### config.mk
export PLATFORM = sky130hd
export DESIGN_NAME = twuf_queue
export DESIGN_NICKNAME = d
export VERILOG_FILES = /design/src/hdl/twuf_pkg.sv /design/src/hdl/twuf_queue.sv
export SDC_FILE = /design/constraint.sdc
export NUM_CORES = 1
export LEC_CHECK = 0
export ABC_CLOCK_PERIOD_IN_PS = 11300
export BUFFER_PORTS_ARGS = -buffer_cell sky130_fd_sc_hd__buf_2
export CAP_MARGIN = 20
export CORE_MARGIN = 1.5
export CORE_UTILIZATION = 60
export CTS_BUF_LIST = sky130_fd_sc_hd__clkbuf_16
export DETAILED_ROUTE_END_ITERATION = 8
export PLACE_DENSITY = 0.83
export SETUP_SLACK_MARGIN = 0.5
export SYNTH_ARGS = -nofsm -noshare
export SYNTH_HDL_FRONTEND = slang
export SYNTH_SLANG_ARGS = --single-unit
### constraint.sdc
create_clock -name clk -period 11.3 [get_ports clk]
set_input_delay 1.13 -clock clk [delete_from_list [all_inputs] [get_ports clk]]
set_output_delay 1.13 -clock clk [all_outputs]
set_load 0.02 [all_outputs]
### src/hdl/twuf_pkg.sv
// shared types and constants for the table-weighted 2d upsample filter
// no dependencies; imported by every module of the block
package twuf_pkg;

  // window geometry
  localparam int LUMA_TAPS   = 6;
  localparam int CHROMA_TAPS = 4;

  // field and datapath widths
  localparam int PIX_W      = 10;
  localparam int WGT_W      = 16;
  localparam int SET_W      = 6;
  localparam int ROW_W      = 3;
  localparam int ACC_W      = 32;
  localparam int OUT_W      = 16;
  localparam int SHIFT_W    = 5;
  localparam int PROD_W     = PIX_W + 1 + WGT_W;
  localparam int CFG_IDX_W  = 2;
  localparam int CFG_DATA_W = 5;

  // decoupling queue between front and back
  localparam int QUEUE_DEPTH = 4;
  localparam int LVL_W       = $clog2(QUEUE_DEPTH + 1);

  // clip limits and register reset values
  localparam logic [OUT_W-1:0]   CLIP_MAX_8    = 16'h00ff;
  localparam logic [OUT_W-1:0]   CLIP_MAX_16   = 16'hffff;
  localparam logic [SHIFT_W-1:0] DESCALE_RESET = 5'd14;

  // request function codes
  typedef enum logic {
    FUNC_LOAD   = 1'b0,
    FUNC_FILTER = 1'b1
  } func_t;

  // configuration register indexes
  typedef enum logic [CFG_IDX_W-1:0] {
    REG_CHROMA_MODE    = 2'd0,
    REG_HIGH_BIT_DEPTH = 2'd1,
    REG_DESCALE        = 2'd2
  } cfg_reg_t;

  typedef logic [LUMA_TAPS-1:0][PIX_W-1:0] pix_row_t;
  typedef logic [LUMA_TAPS-1:0][WGT_W-1:0] wgt_row_t;

  // live configuration
  typedef struct packed {
    logic               chroma_mode;
    logic               high_bit_depth;
    logic [SHIFT_W-1:0] descale;
  } cfg_t;

  // one classified filter row, handed from front to back
  typedef struct packed {
    pix_row_t pix;
    wgt_row_t wgt;
    logic     chroma;
    logic     row_ok;
    logic     last;
  } filt_entry_t;

endpackage

### src/hdl/twuf_queue.sv
// short fifo of classified filter rows between front and back
// depends on twuf_pkg
module twuf_queue
  import twuf_pkg::*;
(
  input  logic             clk,
  input  logic             rst,
  input  logic             push,
  input  filt_entry_t      push_data,
  input  logic             pop,
  output filt_entry_t      pop_data,
  output logic             not_empty,
  output logic [LVL_W-1:0] level
);

  localparam int PTR_W = $clog2(QUEUE_DEPTH);

  filt_entry_t      slots [QUEUE_DEPTH];
  logic [PTR_W-1:0] wr_ptr;
  logic [PTR_W-1:0] rd_ptr;
  logic [LVL_W-1:0] count;

  // pointers and fill level
  always_ff @(posedge clk) begin
    if (rst) begin
      wr_ptr <= '0;
      rd_ptr <= '0;
      count  <= '0;
    end else begin
      if (push) begin
        wr_ptr <= wr_ptr + PTR_W'(1);
      end
      if (pop) begin
        rd_ptr <= rd_ptr + PTR_W'(1);
      end
      case ({push, pop})
        2'b10:   count <= count + LVL_W'(1);
        2'b01:   count <= count - LVL_W'(1);
        default: count <= count;
      endcase
    end
  end

  // entry storage
  always_ff @(posedge clk) begin
    if (push) begin
      slots[wr_ptr] <= push_data;
    end
  end

  assign pop_data  = slots[rd_ptr];
  assign not_empty = (count != '0);
  assign level     = count;

endmodule

==> out/qor.yml <==
cp-start-kind: "flop"
cts_hold_buf: 0
antenna_found_initial: 15
synth_edf_count: 636
syn-cell-area_um2: 23400
fp.coreArea_um2: 38600
grt_max_degree: 68
slowest_delay_ns: 0.91
vias: 10700
synth_seq_cells: 645
final_common_cell: "edfxtp_1"
hold-path-cell-count: 2
cts.htree.levels: 2
highest_layer: "met5"
holdCritPathClass: "reg2reg"
post-route-drc-count: 0
post_synth.cell_area_avg_um2: 26.6
cts_tree: "done"
overflow: 0
cts_buffers: 60
grt_pass1_vias: 11300
rsz0062_at_grt: "false"
setup_viol_count_final: 0
cp-end-kind: "primary output"
clkSlewWorstSetupHoldPaths_ns: 0.06
outcome: "complete, no violations"
synth_ff_type: "edfxtp_1"
drt_iter0_markers: 768
grt_use_total_pct: 23.2
clockBufferDepth: 3
die_height_um: 200
synth_warnings: 0
synth_cell_types: 18
maxCapViolations: 0
via_per_inst: 5.89
grt_pass1_wl_mm: 69.0
worstMarginPinSlew_ns: 1.02
finalCriticalPeriod_ns: 4.85
wl_met2_mm: 23.3
dr.pass1.iters: 5
skew_ns: 0.0159
clock.fmax_mhz: 206
r2r_setup_slack_ns: 8.80
cts_setup_buffers: 0
slowest_stage: "buf_4"
syn_inst: 877
p_leak_nw: 9.22
crit_path_frequent_cell: "buf_4"
crit_fanout: 52
pin_count: 326
die_w_um: 200
route.met3.wl_mm: 3.49
syn2layout_area_growth_pct: 17.2
n_fill_cell: 2247
synth.net_count: 1046
crit_required_ns: 10.17
postCtsResizedCells: 0
ir_drop_mv: 0.186
routabilityCongestion: 0.755
wl_per_cell_um: 25.1
async_flop_share_pct: 0
maxSlewViolCount: 0
row_count: 72
cts-root-buf: "clkbuf_16"
initial_core_util_pct: 60.6
wl_met1_mm: 17.4
ys_seq_area_share_pct: 82.5
ff_latch_area_um2: 19300
dp_hpwl_mm: 25.9
cts.sinks: 645
power_density_nw_per_um2: 191
drive_gt1_share_pct: 45.1
worstPathArrival_ns: 3.72
crit_type: "reg2out"
final_cell_mix: "edfxtp_1, buf_2, mux4_2"
final-hold-violation-count: 0
die-area_um2: 40100
portBuffers: 325
nets: 1409
ant_nets: 0
drt_wl_total_mm: 45.6
hold_slack_ns: 0.535
multi_input_area_um2: 3810
reg2reg_depth: 4
tns_ns: 0
maxSlewHeadroom_pct: 32.0
clkLatencyLatePin_ns: 0.61
period_share_pct: 42.9
crit_chain: "buf_4, buf_4, mux4_2, buf_2"
-- layout make-up --
| cell class | count | area share, % |
|---|---|---|
| sequential | 645 | 70.4 |
| timing repair buffer | 338 | 6.30 |
| inverter | 6 | 0.0823 |
| antenna | 12 | 0.110 |
| multi-input combinational | 189 | 13.9 |
| tap | 518 | 2.37 |
| clock inverter | 46 | 1.20 |
| clock buffer | 61 | 5.58 |
-- cells in the mapped netlist (2+ instances only) --
cell type  count  area share (%)
dfxtp_1        9            0.77
buf_6         14            0.67
inv_1          6           0.096
clkbuf_1       6           0.096
or3_1          2           0.054
mux4_2       159              15
a21oi_1        2           0.043
xnor2_1        2           0.075
nor2_1         8            0.13
buf_2         17            0.36
and2_1         4            0.11
ha_1           5            0.27
xor2_1         3            0.11
edfxtp_1     636              82
-- worst paths after layout --
kind / start / to
worst max register to register: wr_ptr[0] / slots[2][35]
worst min register to register: rd_ptr[1] / flop
worst max-delay path: flop / pop_data[37]
worst min-delay path: rd_ptr[1] / flop
-- metrics by stage --
stage	worst slack [ns]	instances	power (mW)	utilization (%)	area, um^2
floorplan	6.01	877	3.20	-	23400
global placement	6.98	1696	3.38	66.1	25500
detailed placement	6.97	1696	3.39	66.1	25500
CTS	6.28	1803	5.28	70.9	27300
global route	6.10	1813	5.40	71.0	27400
finish	6.45	1815	5.24	71.0	27400
-- logic make-up (layout without fill, tap and decap cells) --
logic type | count (synthesis) | after routing | share of synthesized area [%]
DFF | 645 | 645 | 82.5
and+or+nand+nor | 15 | 15 | 0.305
xor gates and xnor gates | 5 | 5 | 0.187
buffers and inverters | 43 | 451 | 1.23
AOI/OAI and AO/OA | 3 | 3 | 0.0642
adders and majority gates | 6 | 6 | 0.353
muxes | 160 | 160 | 15.4
other | 0 | 12 | 0
-- power breakdown --
| group | switching, mW | total [mW] | internal (mW) |
|---|---|---|---|
| registers | 0.0361 | 2.79 | 2.75 |
| logic | 0.338 | 0.555 | 0.218 |
| clock network | 0.811 | 1.89 | 1.08 |
-- registers in the layout, indices dropped and copies added, names as in the netlist, named ones only --
name	count
level	3
rd_ptr	2
slots	636
wr_ptr	2
-- critical path: cells and delay by family (launching register included) --
kind	cells	cell delay [ns]
DFF	1	0.54
muxes	1	0.65
buffers and inverters	3	1.84
-- routing by layer --
metal	track usage [%]	vias to the layer above
met5	0	-
met3	5.37	93
met2	37.3	498
met4	9.37	6
li1	-	4535
met1	31.4	5551
No activity file was read; power rests on OpenSTA's default activity.
