[src/hdl/twuf_pkg.sv]
// shared types and constants for the table-weighted 2d upsample filter
// no dependencies; imported by every module of the block
package twuf_pkg;

  // window geometry
  localparam int LUMA_TAPS   = 6;
  localparam int CHROMA_TAPS = 4;

  // field and datapath widths
  localparam int PIX_W      = 10;
  localparam int WGT_W      = 16;
  localparam int SET_W      = 6;
  localparam int ROW_W      = 3;
  localparam int ACC_W      = 32;
  localparam int OUT_W      = 16;
  localparam int SHIFT_W    = 5;
  localparam int PROD_W     = PIX_W + 1 + WGT_W;
  localparam int CFG_IDX_W  = 2;
  localparam int CFG_DATA_W = 5;

  // decoupling queue between front and back
  localparam int QUEUE_DEPTH = 4;
  localparam int LVL_W       = $clog2(QUEUE_DEPTH + 1);

  // clip limits and register reset values
  localparam logic [OUT_W-1:0]   CLIP_MAX_8    = 16'h00ff;
  localparam logic [OUT_W-1:0]   CLIP_MAX_16   = 16'hffff;
  localparam logic [SHIFT_W-1:0] DESCALE_RESET = 5'd14;

  // request function codes
  typedef enum logic {
    FUNC_LOAD   = 1'b0,
    FUNC_FILTER = 1'b1
  } func_t;

  // configuration register indexes
  typedef enum logic [CFG_IDX_W-1:0] {
    REG_CHROMA_MODE    = 2'd0,
    REG_HIGH_BIT_DEPTH = 2'd1,
    REG_DESCALE        = 2'd2
  } cfg_reg_t;

  typedef logic [LUMA_TAPS-1:0][PIX_W-1:0] pix_row_t;
  typedef logic [LUMA_TAPS-1:0][WGT_W-1:0] wgt_row_t;

  // live configuration
  typedef struct packed {
    logic               chroma_mode;
    logic               high_bit_depth;
    logic [SHIFT_W-1:0] descale;
  } cfg_t;

  // one classified filter row, handed from front to back
  typedef struct packed {
    pix_row_t pix;
    wgt_row_t wgt;
    logic     chroma;
    logic     row_ok;
    logic     last;
  } filt_entry_t;

endpackage

[src/hdl/twuf_back.sv]
// back end: multiply, accumulate, round, shift, clip and output register
// depends on twuf_pkg; drains twuf_queue
module twuf_back
  import twuf_pkg::*;
(
  input  logic               clk,
  input  logic               rst,
  input  logic               q_not_empty,
  input  filt_entry_t        q_data,
  output logic               pop,
  input  logic               high_bit_depth,
  input  logic [SHIFT_W-1:0] descale,
  output logic               out_valid,
  input  logic               out_stall,
  output logic [OUT_W-1:0]   pixel_out
);

  logic adv;

  logic signed [PROD_W-1:0] prod [LUMA_TAPS];
  logic [ACC_W-1:0]         psum;
  logic [ACC_W-1:0]         rnd;
  logic signed [ACC_W-1:0]  shifted;
  logic [ACC_W-1:0]         lim;
  logic [OUT_W-1:0]         clipped;

  // pipeline registers
  logic                     b1_valid;
  logic                     b1_last;
  logic signed [PROD_W-1:0] b1_prod [LUMA_TAPS];
  logic [ACC_W-1:0]         acc;
  logic                     b2_valid;
  logic [ACC_W-1:0]         b2_sum;
  logic                     b3_valid;
  logic [ACC_W-1:0]         b3_rnd;

  // whole back end moves unless a finished pixel is held
  assign adv = !out_valid || !out_stall;
  assign pop = adv && q_not_empty;

  // per-column products, zero for unused columns or rows
  always_comb begin
    for (int c = 0; c < LUMA_TAPS; c++) begin
      if (q_data.row_ok && (!q_data.chroma || (c < CHROMA_TAPS))) begin
        prod[c] = $signed({1'b0, q_data.pix[c]}) * $signed(q_data.wgt[c]);
      end else begin
        prod[c] = '0;
      end
    end
  end

  // row sum onto the wrapping accumulator
  always_comb begin
    psum = acc;
    for (int c = 0; c < LUMA_TAPS; c++) begin
      psum = psum + ACC_W'(b1_prod[c]);
    end
  end

  // rounding constant: half of the shift step
  always_comb begin
    if (descale == '0) begin
      rnd = '0;
    end else begin
      rnd = ACC_W'(1) << (descale - SHIFT_W'(1));
    end
  end

  // arithmetic shift and clip
  always_comb begin
    shifted = $signed(b3_rnd) >>> descale;
    lim     = high_bit_depth ? ACC_W'(CLIP_MAX_16) : ACC_W'(CLIP_MAX_8);
    if (shifted[ACC_W-1]) begin
      clipped = '0;
    end else if (ACC_W'(shifted) > lim) begin
      clipped = lim[OUT_W-1:0];
    end else begin
      clipped = shifted[OUT_W-1:0];
    end
  end

  // control: valid bits and accumulator
  always_ff @(posedge clk) begin
    if (rst) begin
      b1_valid  <= 1'b0;
      b2_valid  <= 1'b0;
      b3_valid  <= 1'b0;
      out_valid <= 1'b0;
      acc       <= '0;
    end else if (adv) begin
      b1_valid  <= pop;
      b2_valid  <= b1_valid && b1_last;
      b3_valid  <= b2_valid;
      out_valid <= b3_valid;
      if (b1_valid) begin
        acc <= b1_last ? '0 : psum;
      end
    end
  end

  // datapath registers
  always_ff @(posedge clk) begin
    if (adv) begin
      if (pop) begin
        b1_prod <= prod;
        b1_last <= q_data.last;
      end
      b2_sum <= psum;
      b3_rnd <= b2_sum + rnd;
      if (b3_valid) begin
        pixel_out <= clipped;
      end
    end
  end

endmodule

[config.mk]
export PLATFORM = sky130hd
export DESIGN_NAME = twuf_back
export DESIGN_NICKNAME = d
export VERILOG_FILES = /design/src/hdl/twuf_pkg.sv /design/src/hdl/twuf_back.sv
export SDC_FILE = /design/constraint.sdc
export NUM_CORES = 2
export LEC_CHECK = 0
export BUFFER_PORTS_ARGS = -buffer_cell sky130_fd_sc_hd__buf_2
export CAP_MARGIN = 20
export CORE_ASPECT_RATIO = 0.8
export CORE_MARGIN = 4
export CORE_UTILIZATION = 59
export CTS_BUF_LIST = sky130_fd_sc_hd__clkbuf_4
export CTS_CLUSTER_DIAMETER = 60
export DETAILED_ROUTE_END_ITERATION = 6
export PLACE_DENSITY = 0.75
export SETUP_SLACK_MARGIN = 0.02
export SYNTH_ARGS = -nofsm -noshare
export SYNTH_HDL_FRONTEND = slang
export SYNTH_SLANG_ARGS = --single-unit
[constraint.sdc]
create_clock -name clk -period 18.8 [get_ports clk]
set_input_delay 1.88 -clock clk [delete_from_list [all_inputs] [get_ports clk]]
set_output_delay 1.88 -clock clk [all_outputs]
set_load 0.02 [all_outputs]
==> run metrics <==
Routed met2 length 61.66 mm; Arr. time, crit path 7.66 ns; total detailed-routing wirelength 130.1 mm; Die H approximately 280 µm; core area 91910 µm²; post-CTS setup repair buffer count 0; vias in the first global route 41530; Top cell by count, worst path fa_1; total grt overflow 0; Slew headroom 0.2970; CTS tree yes; Mapped Avg Cell Area approximately 9 µm²; IO Count 187; M1 wire length 56.58 mm; Die X around 350 µm; post_cts resized 0; Setup crit start kind primary input; run status finished with violations; cell-by-cell trace of the critical path buf_2 -> nand2_1 -> fa_1 -> fa_1 -> fa_1 -> inv_1 -> fa_1 -> inv_1 -> fa_1 -> inv_1 -> ha_1 -> a21o_1 -> a2111oi_1 -> o21ai_0 -> nand3_1 -> a21oi_1 -> a211oi_1 -> a21oi_1 -> or3_1 -> a21oi_1; min cycle time layout 7.067 ns; Slew @ Worst Pin 1.055 ns; clock root buffer clkbuf_4; Total GRT Usage 0.2729; starting density of the core 0.5997; worst min path class reg -> reg; number of flops mapped to enable cells by yosys 243; failing checks design-rule violations; Worst Setup End Kind flop; die area roughly 100000 µm²; clk sink count 279; Placer Congestion 0.9880; Synth top cells by count inv_1, fa_1, nand2_1; Max FO, Critical Path 16; Area contributors post-synth fa_1, edfxtp_1, inv_1, ha_1, and2_1; hold buffer count at CTS 0; sequential area share after synthesis 0.1455; Max Cap Viol 0; CP max stage delay 0.60 ns; Skew-Pair Late Insertion Delay 0.83 ns; net count after synthesis 7624; #FFs+latches synth between 200 and 300; drt pass-1 iters 7; initial antenna violation count 3; wire length on met3 9.258 mm; WL per Instance 17.72 µm; clock skew after layout roughly 0.079 ns; nets@finish 7683; Slew Viols, Final 0; Final TNS setup 0 ns; first-pass GRT wire length 215.3 mm; Synth Instances 6006; H-Tree Depth 3; largest area contributor in the netlist fa_1; largest net degree at the start of global routing 85; Setup Viol. Count Final 0; first-iteration detailed-routing DRC count 2780; HPWL after detailed placement about 110 mm; Synth top area share 0.3668; DR vias approximately 40000; unrepaired setup endpoints after global routing no; clk buf depth 3; fmax 141.5 MHz; Vias/cell between 5 and 6; final hold vios 0; # port buffers 186; CP max-delay cell a2111oi_1; Syn Std Cell Area 55120 µm²; YS warnings 0; Top Layer Used met4; Final period util 0.3759; async set-or-reset flop fraction in the synthesized netlist 0; primary flip-flop cell chosen by synthesis mapping edfxtp_1; unique cell type count in the Yosys netlist 88; DRC errors left 2; Worst Path Required roughly 19 ns; top-count cell post-synth inv_1; share of cells above drive strength 1 0.06204; Reg clk slew, reported paths 0.06 ns; area grow syn2layout 4.667%; # rows 99; CTS Buf Count 77; Fillers roughly 7800; CP Class in -> reg; Antenna Nets Post-Route 0; Core Util, Final 0.6277
[flip-flops by register name (all words and copies together), names as in the netlist]
register and count:
b1_prod 162, acc 32, b2_sum 32, b3_rnd 32, pixel_out 16, b1_last 1
b1_valid 1, b2_valid 1, b3_valid 1, out_valid 1
[final cells by class]
type / instances / area [µm²] / share of cell area
sequential: 279 / 8018 / 0.1390
clock buffer: 113 / 848.3 / 0.01470
antenna: 5 / 12.51 / 0.0002169
tap: 1212 / 1516 / 0.02628
timing repair buffer: 198 / 1028 / 0.01783
multi-input combinational: 3973 / 40280 / 0.6982
inverter: 1536 / 5771 / 0.1000
clock inverter: 26 / 220.2 / 0.003817
[cell usage in the layout (no fill, tap or decap), drive strengths merged, types with 65 or more instances in the layout]
master	n
nand2	677
o21ai	109
nor2	277
fa	1010
inv	1537
and2	459
a21o	80
clkbuf	113
buf	198
ha	439
nor3	69
xnor2	120
a21oi	179
xor2	65
edfxtp	243
[final timing paths]
| path | start | to | slack, ns | cells after the start |
|---|---|---|---|---|
| max reg2reg | b1_prod[1]$_SDFFCE_PN0P_ | acc[31]$_SDFFE_PP0P_ | 13.00 | 18 |
| min reg2reg | b2_valid$_SDFFE_PP0N_ | b3_valid$_SDFFE_PP0N_ | 0.46 | 2 |
| min | b2_valid$_SDFFE_PP0N_ | b3_valid$_SDFFE_PP0N_ | 0.46 | 2 |
| max | q_data[121] | b1_prod[107]$_SDFFCE_PN0P_ | 11.73 | 20 |
[cells by family (layout without fill, tap and decap cells)]
logic type,count (synthesis),after routing,share of synthesized area
flops,279,279,0.1455
fa+ha+maj,1449,1449,0.4665
simple gates,1672,1672,0.1452
buf+inv,1754,1873,0.1239
compound gates,599,599,0.07075
other cells,0,5,0
mux,68,68,0.01877
xor+xnor,185,185,0.02940
[critical path: cells and delay by family]
kind	cells	cell delay, ns
adders and majority gates	6	2.86
AOI/OAI and AO/OA	7	1.82
buffers and inverters	4	0.42
and+or+nand+nor	3	0.69
[through the flow]
| stage | area (µm²) | cells | setup slack (ns) | hold slack, ns |
|---|---|---|---|---|
| 2_1_floorplan | 55120 | 6006 | 10.04 | 0.4365 |
| 3_3_place_gp | 56600 | 7197 | 11.05 | 0.4465 |
| 3_5_place_dp | 56610 | 7198 | 11.05 | 0.4506 |
| 4_1_cts | 57680 | 7337 | 11.86 | 0.4591 |
| 5_1_grt | 57690 | 7340 | 11.48 | 0.4736 |
| 6_report | 57690 | 7342 | 11.73 | 0.4583 |
[layer usage]
layer	GRT usage	vias up
li1	-	18390
met1	0.3902	20100
met2	0.4462	1249
met3	0.04357	170
met4	0.05918	0
met5	0	-
Power is left out: the tool's default activity adds up to more than one toggle a clock period on the data nets, which glitch-free logic cannot reach.
